[config.mk]
export PLATFORM = sky130hd
export DESIGN_NAME = delta_timeout_wait_queue
export DESIGN_NICKNAME = d
export VERILOG_FILES = /design/src/rtl/dtwq_pkg.sv /design/src/rtl/delta_timeout_wait_queue.sv /design/src/rtl/dtwq_front.sv /design/src/rtl/dtwq_back.sv
export VERILOG_INCLUDE_DIRS = /design/src /design/src/rtl
export SDC_FILE = /design/constraint.sdc
export NUM_CORES = 2
export LEC_CHECK = 0
export BUFFER_PORTS_ARGS = -buffer_cell sky130_fd_sc_hd__buf_2
export CORE_MARGIN = 2
export CORE_UTILIZATION = 56
export CTS_CLUSTER_DIAMETER = 100
export CTS_CLUSTER_SIZE = 28
export DETAILED_ROUTE_END_ITERATION = 16
export MAX_ROUTING_LAYER = met4
export PLACE_DENSITY = 0.72
export SLEW_MARGIN = 20
export SYNTH_ARGS = -nofsm -noshare
export SYNTH_HDL_FRONTEND = slang
export SYNTH_SLANG_ARGS = --single-unit
[constraint.sdc]
create_clock -name clk -period 9.46 [get_ports clk]
set_input_delay 1.419 -clock clk [delete_from_list [all_inputs] [get_ports clk]]
set_output_delay 1.419 -clock clk [all_outputs]
set_load 0.05 [all_outputs]
[src/rtl/delta_timeout_wait_queue_macros.svh]
// assertion macros for the delta timeout wait queue
`ifndef DELTA_TIMEOUT_WAIT_QUEUE_MACROS_SVH
`define DELTA_TIMEOUT_WAIT_QUEUE_MACROS_SVH
// implication check under synchronous reset
`define DTWQ_ASSERT_IMP(label, clk, rst, ante, cons) \
  label: assert property (@(posedge clk) disable iff (rst) (ante) |-> (cons)) \
    else $error("assertion failed");
// next-cycle implication check under synchronous reset
`define DTWQ_ASSERT_NXT(label, clk, rst, ante, cons) \
  label: assert property (@(posedge clk) disable iff (rst) (ante) |=> (cons)) \
    else $error("assertion failed");
`endif

[src/rtl/dtwq_pkg.sv]
// package: types and constants of the delta timeout wait queue
package dtwq_pkg;
  localparam int QueueDepth = 16;
  localparam int TaskIdBits = 8;
  localparam int TickBits = 24;
  localparam int CountBits = $clog2(QueueDepth + 1);
  localparam int IdxBits = $clog2(QueueDepth);

  typedef enum logic [1:0] {
    ACT_INSERT = 2'd0,
    ACT_REMOVE = 2'd1,
    ACT_TICK   = 2'd2,
    ACT_WAKE   = 2'd3
  } action_t;

  typedef enum logic [2:0] {
    EV_INSERTED = 3'd0,
    EV_REJECTED = 3'd1,
    EV_REMOVED  = 3'd2,
    EV_NOTFOUND = 3'd3,
    EV_EXPIRED  = 3'd4,
    EV_WOKEN    = 3'd5,
    EV_NOTHING  = 3'd6
  } event_t;

  typedef struct packed {
    logic [1:0]            action;
    logic [TaskIdBits-1:0] task_id;
    logic [TickBits-1:0]   timeout_ticks;
  } in_word_t;

  typedef struct packed {
    logic [TaskIdBits-1:0] out_task;
    logic [2:0]            event_res;
    logic                  last;
  } out_word_t;
endpackage

[src/rtl/delta_timeout_wait_queue.sv]
// Delta timeout wait queue: a request word enters a two-word queue and is
// carried out by a sequencer over a delta list of 16 cells. Each request goes
// through a take step, a prefix-sum scan over the cells, an apply step and an
// emit step, in that order; a wake of the whole queue gives one result per
// queued task, with an apply and an emit step for each. Output stalls hold the
// emit step, and the sequencer takes no new request until its last result word
// has left. The config register wake_one resets to 1.
module delta_timeout_wait_queue (
  input  logic                clk,
  input  logic                rst,
  input  logic                cfg_we,
  input  logic                cfg_data,
  input  logic                in_valid,
  output logic                in_stall,
  input  dtwq_pkg::in_word_t  in_data,
  output logic                out_valid,
  input  logic                out_stall,
  output dtwq_pkg::out_word_t out_data
);
  logic               wake_one;
  logic               req_valid;
  logic               req_take;
  dtwq_pkg::in_word_t req_word;

  always_ff @(posedge clk) begin
    if (rst) begin
      wake_one <= 1'b1;
    end else if (cfg_we) begin
      wake_one <= cfg_data;
    end
  end

  dtwq_front u_front (
    .clk(clk), .rst(rst), .in_valid(in_valid), .in_stall(in_stall), .in_word(in_data),
    .req_valid(req_valid), .req_take(req_take), .req_word(req_word)
  );

  dtwq_back u_back (
    .clk(clk), .rst(rst), .wake_one(wake_one), .req_valid(req_valid),
    .req_take(req_take), .req_word(req_word), .out_valid(out_valid),
    .out_stall(out_stall), .out_word(out_data)
  );
endmodule

[src/rtl/dtwq_front.sv]
// front part: two-entry request queue
module dtwq_front (
  input  logic                clk,
  input  logic                rst,
  input  logic                in_valid,
  output logic                in_stall,
  input  dtwq_pkg::in_word_t  in_word,
  output logic                req_valid,
  input  logic                req_take,
  output dtwq_pkg::in_word_t  req_word
);
  dtwq_pkg::in_word_t slot [2];
  logic       rd_ptr;
  logic       wr_ptr;
  logic [1:0] fill;
  logic       push;
  logic       pop;

  assign in_stall  = (fill == 2'd2);
  assign push      = in_valid && !in_stall;
  assign req_valid = (fill != 2'd0);
  assign pop       = req_valid && req_take;
  assign req_word  = slot[rd_ptr];

  always_ff @(posedge clk) begin
    if (push) begin
      slot[wr_ptr] <= in_word;
    end
    if (rst) begin
      rd_ptr <= 1'b0;
      wr_ptr <= 1'b0;
      fill   <= 2'd0;
    end else begin
      if (push) wr_ptr <= ~wr_ptr;
      if (pop) rd_ptr <= ~rd_ptr;
      fill <= fill + {1'b0, push} - {1'b0, pop};
    end
  end
endmodule

[src/rtl/dtwq_back.sv]
// back part: delta list of cells and the sequencer that edits it
`include "delta_timeout_wait_queue_macros.svh"
module dtwq_back (
  input  logic                clk,
  input  logic                rst,
  input  logic                wake_one,
  input  logic                req_valid,
  output logic                req_take,
  input  dtwq_pkg::in_word_t  req_word,
  output logic                out_valid,
  input  logic                out_stall,
  output dtwq_pkg::out_word_t out_word
);
  localparam int Depth = dtwq_pkg::QueueDepth;
  localparam int Tb = dtwq_pkg::TickBits;
  localparam int Cb = dtwq_pkg::CountBits;
  localparam int Ib = dtwq_pkg::IdxBits;

  typedef enum logic [3:0] {
    S_IDLE  = 4'b0001,
    S_SCAN  = 4'b0010,
    S_APPLY = 4'b0100,
    S_EMIT  = 4'b1000
  } state_t;

  state_t state;
  logic [dtwq_pkg::TaskIdBits-1:0] cell_task [Depth];
  logic [Tb-1:0] cell_delta [Depth];
  logic [Cb-1:0] count;
  dtwq_pkg::in_word_t req;

  logic [Depth-1:0] live;
  logic [Depth-1:0] hit;
  logic [Tb:0]      cum [Depth];
  logic [Depth-1:0] hit_r;
  logic [Depth-1:0] later_r;
  logic [Tb:0]      cum_r [Depth];
  logic             found;
  logic [Ib-1:0]    hit_pos;
  logic [Cb-1:0]    ins_pos;
  logic             full_out;
  logic             more;

  always_comb begin
    for (int i = 0; i < Depth; i++) begin
      live[i] = (Cb'(i) < count);
      hit[i]  = live[i] && (cell_task[i] == req.task_id);
      cum[i]  = {1'b0, cell_delta[i]};
    end
  end

  // running sums are registered partial sums: cum_r holds the deadline of each cell
  always_comb begin
    found   = |hit_r;
    hit_pos = '0;
    ins_pos = count;
    for (int i = Depth - 1; i >= 0; i--) begin
      if (hit_r[i]) hit_pos = Ib'(i);
      if (later_r[i]) ins_pos = Cb'(i);
    end
  end

  always_ff @(posedge clk) begin
    if (state == S_SCAN) begin
      hit_r <= hit;
      for (int i = 0; i < Depth; i++) begin
        later_r[i] <= live[i] && (cum_r[i] > {1'b0, req.timeout_ticks});
      end
    end
  end

  // prefix sums: a chain of registers, each cell adding its delta to the sum of the cell before
  always_ff @(posedge clk) begin
    cum_r[0] <= cum[0];
    for (int i = 1; i < Depth; i++) begin
      cum_r[i] <= cum_r[i-1] + cum[i];
    end
  end

  logic [Ib:0] wait_cnt;

  assign req_take  = (state == S_IDLE) && req_valid;
  assign out_valid = (state == S_EMIT);
  assign full_out  = (count == Cb'(Depth));

  always_ff @(posedge clk) begin
    if (rst) begin
      state    <= S_IDLE;
      count    <= '0;
      wait_cnt <= '0;
    end else begin
      case (state)
        S_IDLE: begin
          if (req_valid) begin
            req      <= req_word;
            wait_cnt <= '0;
            state    <= S_SCAN;
          end
        end
        S_SCAN: begin
          wait_cnt <= wait_cnt + 1'b1;
          if (wait_cnt == (Ib+1)'(Depth - 1)) state <= S_APPLY;
        end
        S_APPLY: begin
          case (dtwq_pkg::action_t'(req.action))
            dtwq_pkg::ACT_INSERT: begin
              out_word.last     <= 1'b1;
              out_word.out_task <= req.task_id;
              if (full_out || found) begin
                out_word.event_res <= dtwq_pkg::EV_REJECTED;
              end else begin
                out_word.event_res <= dtwq_pkg::EV_INSERTED;
                for (int i = Depth - 1; i >= 1; i--) begin
                  if (Cb'(i) > ins_pos && Cb'(i) <= count) begin
                    cell_task[i] <= cell_task[i-1];
                  end
                  if (Cb'(i) > ins_pos + 1'b1 && Cb'(i) <= count) begin
                    cell_delta[i] <= cell_delta[i-1];
                  end
                end
                cell_task[ins_pos[Ib-1:0]] <= req.task_id;
                cell_delta[ins_pos[Ib-1:0]] <= (ins_pos == '0) ? req.timeout_ticks :
                  req.timeout_ticks - cum_r[Ib'(ins_pos - 1'b1)][Tb-1:0];
                if (ins_pos != count) begin
                  cell_delta[Ib'(ins_pos + 1'b1)] <= cum_r[ins_pos[Ib-1:0]][Tb-1:0]
                    - req.timeout_ticks;
                end
                count <= count + 1'b1;
              end
            end
            dtwq_pkg::ACT_REMOVE: begin
              out_word.last     <= 1'b1;
              out_word.out_task <= req.task_id;
              if (found) begin
                out_word.event_res <= dtwq_pkg::EV_REMOVED;
                for (int i = 0; i < Depth - 1; i++) begin
                  if (Ib'(i) >= hit_pos) begin
                    cell_task[i] <= cell_task[i+1];
                    if (Ib'(i) == hit_pos) begin
                      cell_delta[i] <= cell_delta[i] + cell_delta[i+1];
                    end else begin
                      cell_delta[i] <= cell_delta[i+1];
                    end
                  end
                end
                count <= count - 1'b1;
              end else begin
                out_word.event_res <= dtwq_pkg::EV_NOTFOUND;
              end
            end
            dtwq_pkg::ACT_TICK: begin
              out_word.last <= 1'b1;
              if (count != '0 && cell_delta[0] <= Tb'(1)) begin
                out_word.out_task  <= cell_task[0];
                out_word.event_res <= dtwq_pkg::EV_EXPIRED;
                for (int i = 0; i < Depth - 1; i++) begin
                  cell_task[i]  <= cell_task[i+1];
                  cell_delta[i] <= cell_delta[i+1];
                end
                count <= count - 1'b1;
              end else begin
                out_word.out_task  <= '0;
                out_word.event_res <= dtwq_pkg::EV_NOTHING;
                if (count != '0) cell_delta[0] <= cell_delta[0] - 1'b1;
              end
            end
            default: begin
              if (count != '0) begin
                out_word.out_task  <= cell_task[0];
                out_word.event_res <= dtwq_pkg::EV_WOKEN;
                out_word.last      <= wake_one || (count == Cb'(1));
                for (int i = 0; i < Depth - 1; i++) begin
                  cell_task[i] <= cell_task[i+1];
                end
                cell_delta[0] <= cell_delta[0] + cell_delta[1];
                for (int i = 1; i < Depth - 1; i++) begin
                  cell_delta[i] <= cell_delta[i+1];
                end
                count <= count - 1'b1;
              end else begin
                out_word.out_task  <= '0;
                out_word.event_res <= dtwq_pkg::EV_NOTHING;
                out_word.last      <= 1'b1;
              end
            end
          endcase
          state <= S_EMIT;
        end
        S_EMIT: begin
          if (!out_stall) begin
            state <= more ? S_APPLY : S_IDLE;
          end
        end
        default: state <= S_IDLE;
      endcase
    end
  end

  assign more = !out_word.last;

  `DTWQ_ASSERT_IMP(a_count_range, clk, rst, 1'b1, count <= Cb'(Depth))
  `DTWQ_ASSERT_IMP(a_no_take_busy, clk, rst, state != S_IDLE, !req_take)
  `DTWQ_ASSERT_NXT(a_emit_hold, clk, rst, out_valid && out_stall, out_valid)
endmodule

; ---- Word level (Yosys, flattened, before mapping)
; Memory sizes are Yosys's and may differ from the RTL's. A register that Yosys moved wholly into a read port is not among the register bits.
; Index checks and enable logic that the tools add are counted.
[op_classes]
add_sub_neg = 40
order_cmp = 93
eq_ne = 47
muxes = 671
bitwise = 107
reduce_logical = 86
[op_table]
columns = cell, count
row1 = $mux 24, 63
row2 = $mux 1, 513
row3 = $gt 25x24->1, 16
row4 = $add 25x24->25, 15
row5 = $add 24x24->24, 15
row6 = $mux 8, 45
row7 = $eq 8x8->1, 16
row8 = $mux 5, 21
row9 = $or 1x1->1, 104
row10 = $mux 4, 22
row11 = $gt 4x5->1 const A, 16
row12 = $logic_and 1x1->1, 66
row13 = $reduce_or 24->1, 2
row14 = $sub 24x24->24, 2
row15 = $gt 3x5->1 const A, 8
row16 = $le 4x5->1 const A, 8
row17 = $lt 4x5->1 const A, 8
row18 = $pmux 12 s3, 1
row19 = $eq 4x4->1 const A, 7
row20 = $ge 4x4->1 const A, 7
row21 = $le 24x1->1 const B, 1
row22 = $sub 24x1->24 const B, 1
row23 = $gt 2x5->1 const A, 4
row24 = $le 3x5->1 const A, 4
row25 = 50 further kinds, 79
[word_totals]
reg_bits = 63
mem_bits_rw = 980
in_bits = 40
out_inout_bits = 14
memories = 4
[memory_table]
columns = name, depth, width, read_ports, rd_clocked_by_memory_dff, write_ports, line
row1 = u_back.cum_r, 16, 25, 18, 0, 16, dtwq_back.sv:37  ; logic [Tb:0] cum_r [Depth];
row2 = u_back.cell_delta, 16, 24, 16, 0, 16, dtwq_back.sv:28  ; logic [Tb-1:0] cell_delta [Depth];
row3 = u_back.cell_task, 16, 8, 16, 0, 16, dtwq_back.sv:27  ; logic [dtwq_pkg::TaskIdBits-1:0] cell_task [Depth];
row4 = u_front.slot, 2, 34, 1, 1, 1, dtwq_front.sv:12  ; dtwq_pkg::in_word_t slot [2];

; ---- Logic depth before layout (Yosys ltp)
[depth]
depth_word = 30
mapped_depth = 32

; ---- Cells and area by module
; A second synthesis with hierarchy kept.
[hier_totals]
cells_unflattened = 11379
hier_area_um2 = 97811.3
[by_module_without_submodules]
columns = module, instances, cells_per_inst, area_per_inst_um2, seq_area_each_um2
row1 = dtwq_back, 1, 11243, 95095.0, 25984.9
row2 = dtwq_front, 1, 133, 2681.3, 2142.1
row3 = delta_timeout_wait_queue, 1, 3, 35.0, 20.0

; ---- Worst setup path before layout
; No wires, ideal clock.
[synth_timing]
kind = register to register
startpoint = register u_back.later_r[12]
endpoint = memory u_back.cell_delta[6][22] in the netlist's numbering (data pin)
t_arrival_ps = 7166
slack_ps = 2125
stages_incl_launch_ff = 30
n_path_buf = 7
synth_period_minus_slack_ps = 7335
path_cell_list = edfxtp_1 -> nor3b_1 -> o31ai_1 -> a211o_1 -> o21ba_2 -> buf_2 -> buf_1 -> buf_1 -> clkbuf_1 -> inv_1 -> ha_1 -> xnor2_4 -> clkbuf_1 -> buf_1 -> mux2_2 -> a21oi_1 -> fa_1 -> a21o_1 -> a21oi_1 -> o32a_1 -> a21oi_1 -> a21oi_1 -> o311a_1 -> a211o_1 -> xnor2_1 -> nand2_1 -> o21ai_1 -> clkbuf_1 -> nor2_1 -> o31ai_1
[synth_rtl]
columns = item, line
row1 = "start, declared", dtwq_back.sv:36  ; logic [Depth-1:0] later_r;
row2 = "start signal, assigned by index", dtwq_back.sv:67  ; later_r[i] <= live[i] && (cum_r[i] > {1'b0, req.timeout_ticks});
row3 = "end, declared", dtwq_back.sv:28

==> flow_metrics.env <==
export IMPL_holdWs_ns=0.495
export IMPL_hold_viol_final=0
export IMPL_skew_ns=0.0624
export IMPL_core_um2=171000
export IMPL_mostFrequentLayoutCells="nand2_1 (1233), ha_1 (1150), a21oi_1 (881)"
export IMPL_r2r_end="u_back.cell_delta[4][21]"
export IMPL_clock_sinks=1076
export IMPL_cts_hold_buf=0
export IMPL_die_w_um=419
export IMPL_cts_setup_buffers=0
export IMPL_area_growth_pct=5.97
export IMPL_drt_total_wl_um=447000
export IMPL_synth_top_cell_area_share_pct=20.5
export IMPL_synth_area_top_cells="edfxtp_1 (21%), ha_1 (15%), dfxtp_1 (8.7%)"
export IMPL_clk_pin_slew_ns=0.11
export IMPL_dr_pass1_iters=7
export IMPL_grt_pass1_wl_um=631000
export IMPL_powerDensity_nw_per_um2=127
export IMPL_vias=97100
export IMPL_timing_final_crit_share_pct=85.4
export IMPL_cp_start_kind="flip-flop"
export IMPL_postCtsResizedCells=0
export IMPL_p_leak_uw=0.0415
export IMPL_cts_buffers=54
export IMPL_rows=152
export IMPL_portBuffers=53
export IMPL_insertion_delay_ns=0.83
export IMPL_gp_congestion=1.08
export IMPL_p_sw_share_pct=42.0
export IMPL_arrival_ns=8.60
export IMPL_p_int_uw=7530
export IMPL_cts_tree="yes"
export IMPL_antenna_found_initial=29
export IMPL_r2r_setup_slack_ns=1.38
export IMPL_via_per_inst=7.28
export IMPL_tightest_slew_ns=1.33
export IMPL_ys_flop_type="edfxtp_1"
export IMPL_yosysTopAreaCell="edfxtp_1"
export IMPL_path_max_fanout=25
export IMPL_wire_per_inst_um=33.5
export IMPL_yosysSeqAreaShare_pct=29.2
export IMPL_ir_drop_v=0.000183
export IMPL_hp_class="flip-flop to flip-flop"
export IMPL_post_route_cells_drive_above_1_share_pct=7.03
export IMPL_reg2reg_depth=25
export IMPL_relSlewSlack_pct=10.8
export IMPL_worstSetupEndpointType="flip-flop"
export IMPL_tns_ns=0
export IMPL_syn_instance_count=11100
export IMPL_drt_initial_drc_count=14000
export IMPL_clk_path_buf_depth=3
export IMPL_syn_avg_cell_area_um2=8.68
export IMPL_multi_input_area_um2=65700
export IMPL_total_power_uw=13000
export IMPL_cp_endpoint="u_back.cell_delta[4][21]"
export IMPL_p_switching_uw=5460
export IMPL_fillers=14900
export IMPL_grt_pass1_vias=92200
export IMPL_seq_power_share_pct=40.1
export IMPL_syn_area_um2=96400
export IMPL_timing_rr_start="u_back.later_r[12]"
export IMPL_pin_count=54
export IMPL_p_clk_share_pct=24.2
export IMPL_cts_root_buf="clkbuf_16"
export IMPL_worst_setup_path_type="flip-flop to flip-flop"
export IMPL_hpwl_um=359000
export IMPL_period_needed_ns=8.08
export IMPL_layout_commonest_cell="nand2_1"
export IMPL_fp_dieArea_um2=175000
export IMPL_syn_nets=12300
export IMPL_chipHeight_um=419
export IMPL_htreeDepth=2
export IMPL_startpoint="u_back.later_r[12]"
export IMPL_ff_latch_area_um2=28100
export IMPL_yosysWarnings=0
export IMPL_maxCapViolCount=0
export IMPL_setup_violations=0
export IMPL_synth_edff_count=658
export IMPL_nets=12200
export IMPL_min_path_cells=2
export IMPL_grt_max_degree=68
export IMPL_yosys_cell_types_count=105
export IMPL_clock_fmax_mhz=124
export IMPL_combPwrFrac_pct=35.7
export IMPL_ys_seq_elements=1076
export IMPL_grt_overflow_total=0
export IMPL_rsz0062_at_grt="no"
export IMPL_grt_use_total_pct=51.0
export IMPL_drc=0
export IMPL_synthArstFlopShare_pct=0
export IMPL_outcome="finished clean"
export IMPL_cp_required_ns=9.97
export IMPL_maxSlewViolCount=0
export IMPL_detail_route_antenna_nets=0
export IMPL_initial_core_util_pct=56.2
power groups by stage:
| stage | Clock (uW) | Sequential (uW) | Combinational [uW] |
|---|---|---|---|
| 2_1_floorplan | 0 | 5200 | 2290 |
| 3_3_place_gp | 0 | 5290 | 4200 |
| 3_5_place_dp | 0 | 5290 | 4280 |
| 4_1_cts | 3120 | 5190 | 4300 |
| 5_1_grt | 3250 | 5200 | 4740 |
| 6_report | 3150 | 5200 | 4640 |
sequential cells by signal, summed over array words and instances (netlist names):
| signal | count |
|---|---|
| u_front.rd_ptr | 1 |
| u_back.cum_r | 399 |
| u_front.wr_ptr | 1 |
| u_back.wait_cnt | 5 |
| u_front.slot | 68 |
| u_back.cell_delta | 384 |
| u_back.out_word | 12 |
| u_back.cell_task | 128 |
| u_back.later_r | 16 |
| u_front.fill | 2 |
| wake_one | 1 |
| u_back.hit_r | 16 |
| u_back.req | 34 |
| u_back.count | 5 |
| u_back.state | 4 |
worst max-delay path, stage by stage (launching register included):
cell	delay, ns
edfxtp_1	0.46
nor3b_1	0.17
o31ai_1	0.29
a211o_1	0.26
o21ba_4	0.58
inv_1	0.14
ha_1	0.28
xnor2_4	0.50
buf_4	0.41
buf_4	0.43
mux2_2	0.38
o21ai_0	0.16
ha_1	0.33
nand2_1	0.19
a21oi_1	0.06
o21ai_0	0.30
a21o_1	0.33
a21oi_1	0.16
o31a_1	0.34
o41ai_1	0.38
xnor2_1	0.15
mux2i_2	0.75
buf_4	0.33
nor2_1	0.07
nor3_1	0.22
a21oi_1	0.06
kinds of logic after synthesis:
kind of cell    count (synthesis)  share of synthesized area (%)
buf+inv                       831                           3.30
flops                        1076                           29.2
mux                           332                           4.74
xor+xnor                      805                           7.34
fa+ha+maj                    1183                           15.6
simple gates                 3472                           16.7
compound gates               3405                           23.1
synthesized netlist by cell type (26+ instances only):
cell       instances
a211o_1           33
a211oi_1         282
a21boi_0          37
a21o_1           263
a21oi_1          890
a221oi_1          47
a222oi_1          28
a22oi_1           48
a311oi_1          71
a31oi_1          163
and2_1            50
and3_1            83
buf_1             83
buf_2             30
clkbuf_1         415
dfxtp_1          418
edfxtp_1         658
fa_1              32
ha_1            1151
inv_1            297
mux2_2            62
mux2i_1          176
mux4_2            93
nand2_1         1238
nand2b_1         112
nand3_1          397
nand4_1          118
nor2_1           814
nor2b_1          155
nor3_1           244
nor4_1            43
o2111ai_1         45
o211ai_1         166
o21a_1           187
o21ai_0          621
o21bai_1          71
o221ai_1          42
o22ai_1           96
o31ai_1           52
o41ai_1           26
or2_2             37
or3_1             53
or4_1             27
xnor2_1          571
xor2_1           232
cell type report:
type                       instances  area share [%]
sequential                      1076            27.5
tap                             2310            2.83
antenna                           27          0.0662
timing repair buffer             332            2.32
clock buffer                      69            1.40
multi-input combinational       9197            64.3
clock inverter                    32           0.392
inverter                         298            1.10
worst min path at each step:
stage | start | endpoint | slack (ns)
final | u_back.wait_cnt[1] | u_back.wait_cnt[1] | 0.49
after global routing | u_back.cum_r[7][24] | u_back.cum_r[8][24] | 0.53
after CTS | u_back.wait_cnt[1] | u_back.wait_cnt[1] | 0.50
after detailed placement | u_back.wait_cnt[1] | u_back.wait_cnt[1] | 0.48
after global placement | u_back.wait_cnt[2] | u_back.wait_cnt[2] | 0.47
after floorplan | u_back.cell_delta[0][5] | u_back.cum_r[0][5] | 0.43
routing by layer:
layer	GRT usage (%)	share of wire (%)
met4	39.9	9.7
met3	15.8	14
met5	-	0
met1	58.7	35
met2	73.5	42
stage by stage:
stage	cell area [um2]	std cells	worst slack, ns	utilization [%]
final	102000	13300	1.38	59.6
after global routing	102000	13300	1.24	59.6
after CTS	102000	13300	1.58	59.5
after detailed placement	100000	13200	1.61	58.4
after global placement	100000	13200	1.65	58.4
after floorplan	96400	11100	2.12	-
(Power assumes the default switching activity.)
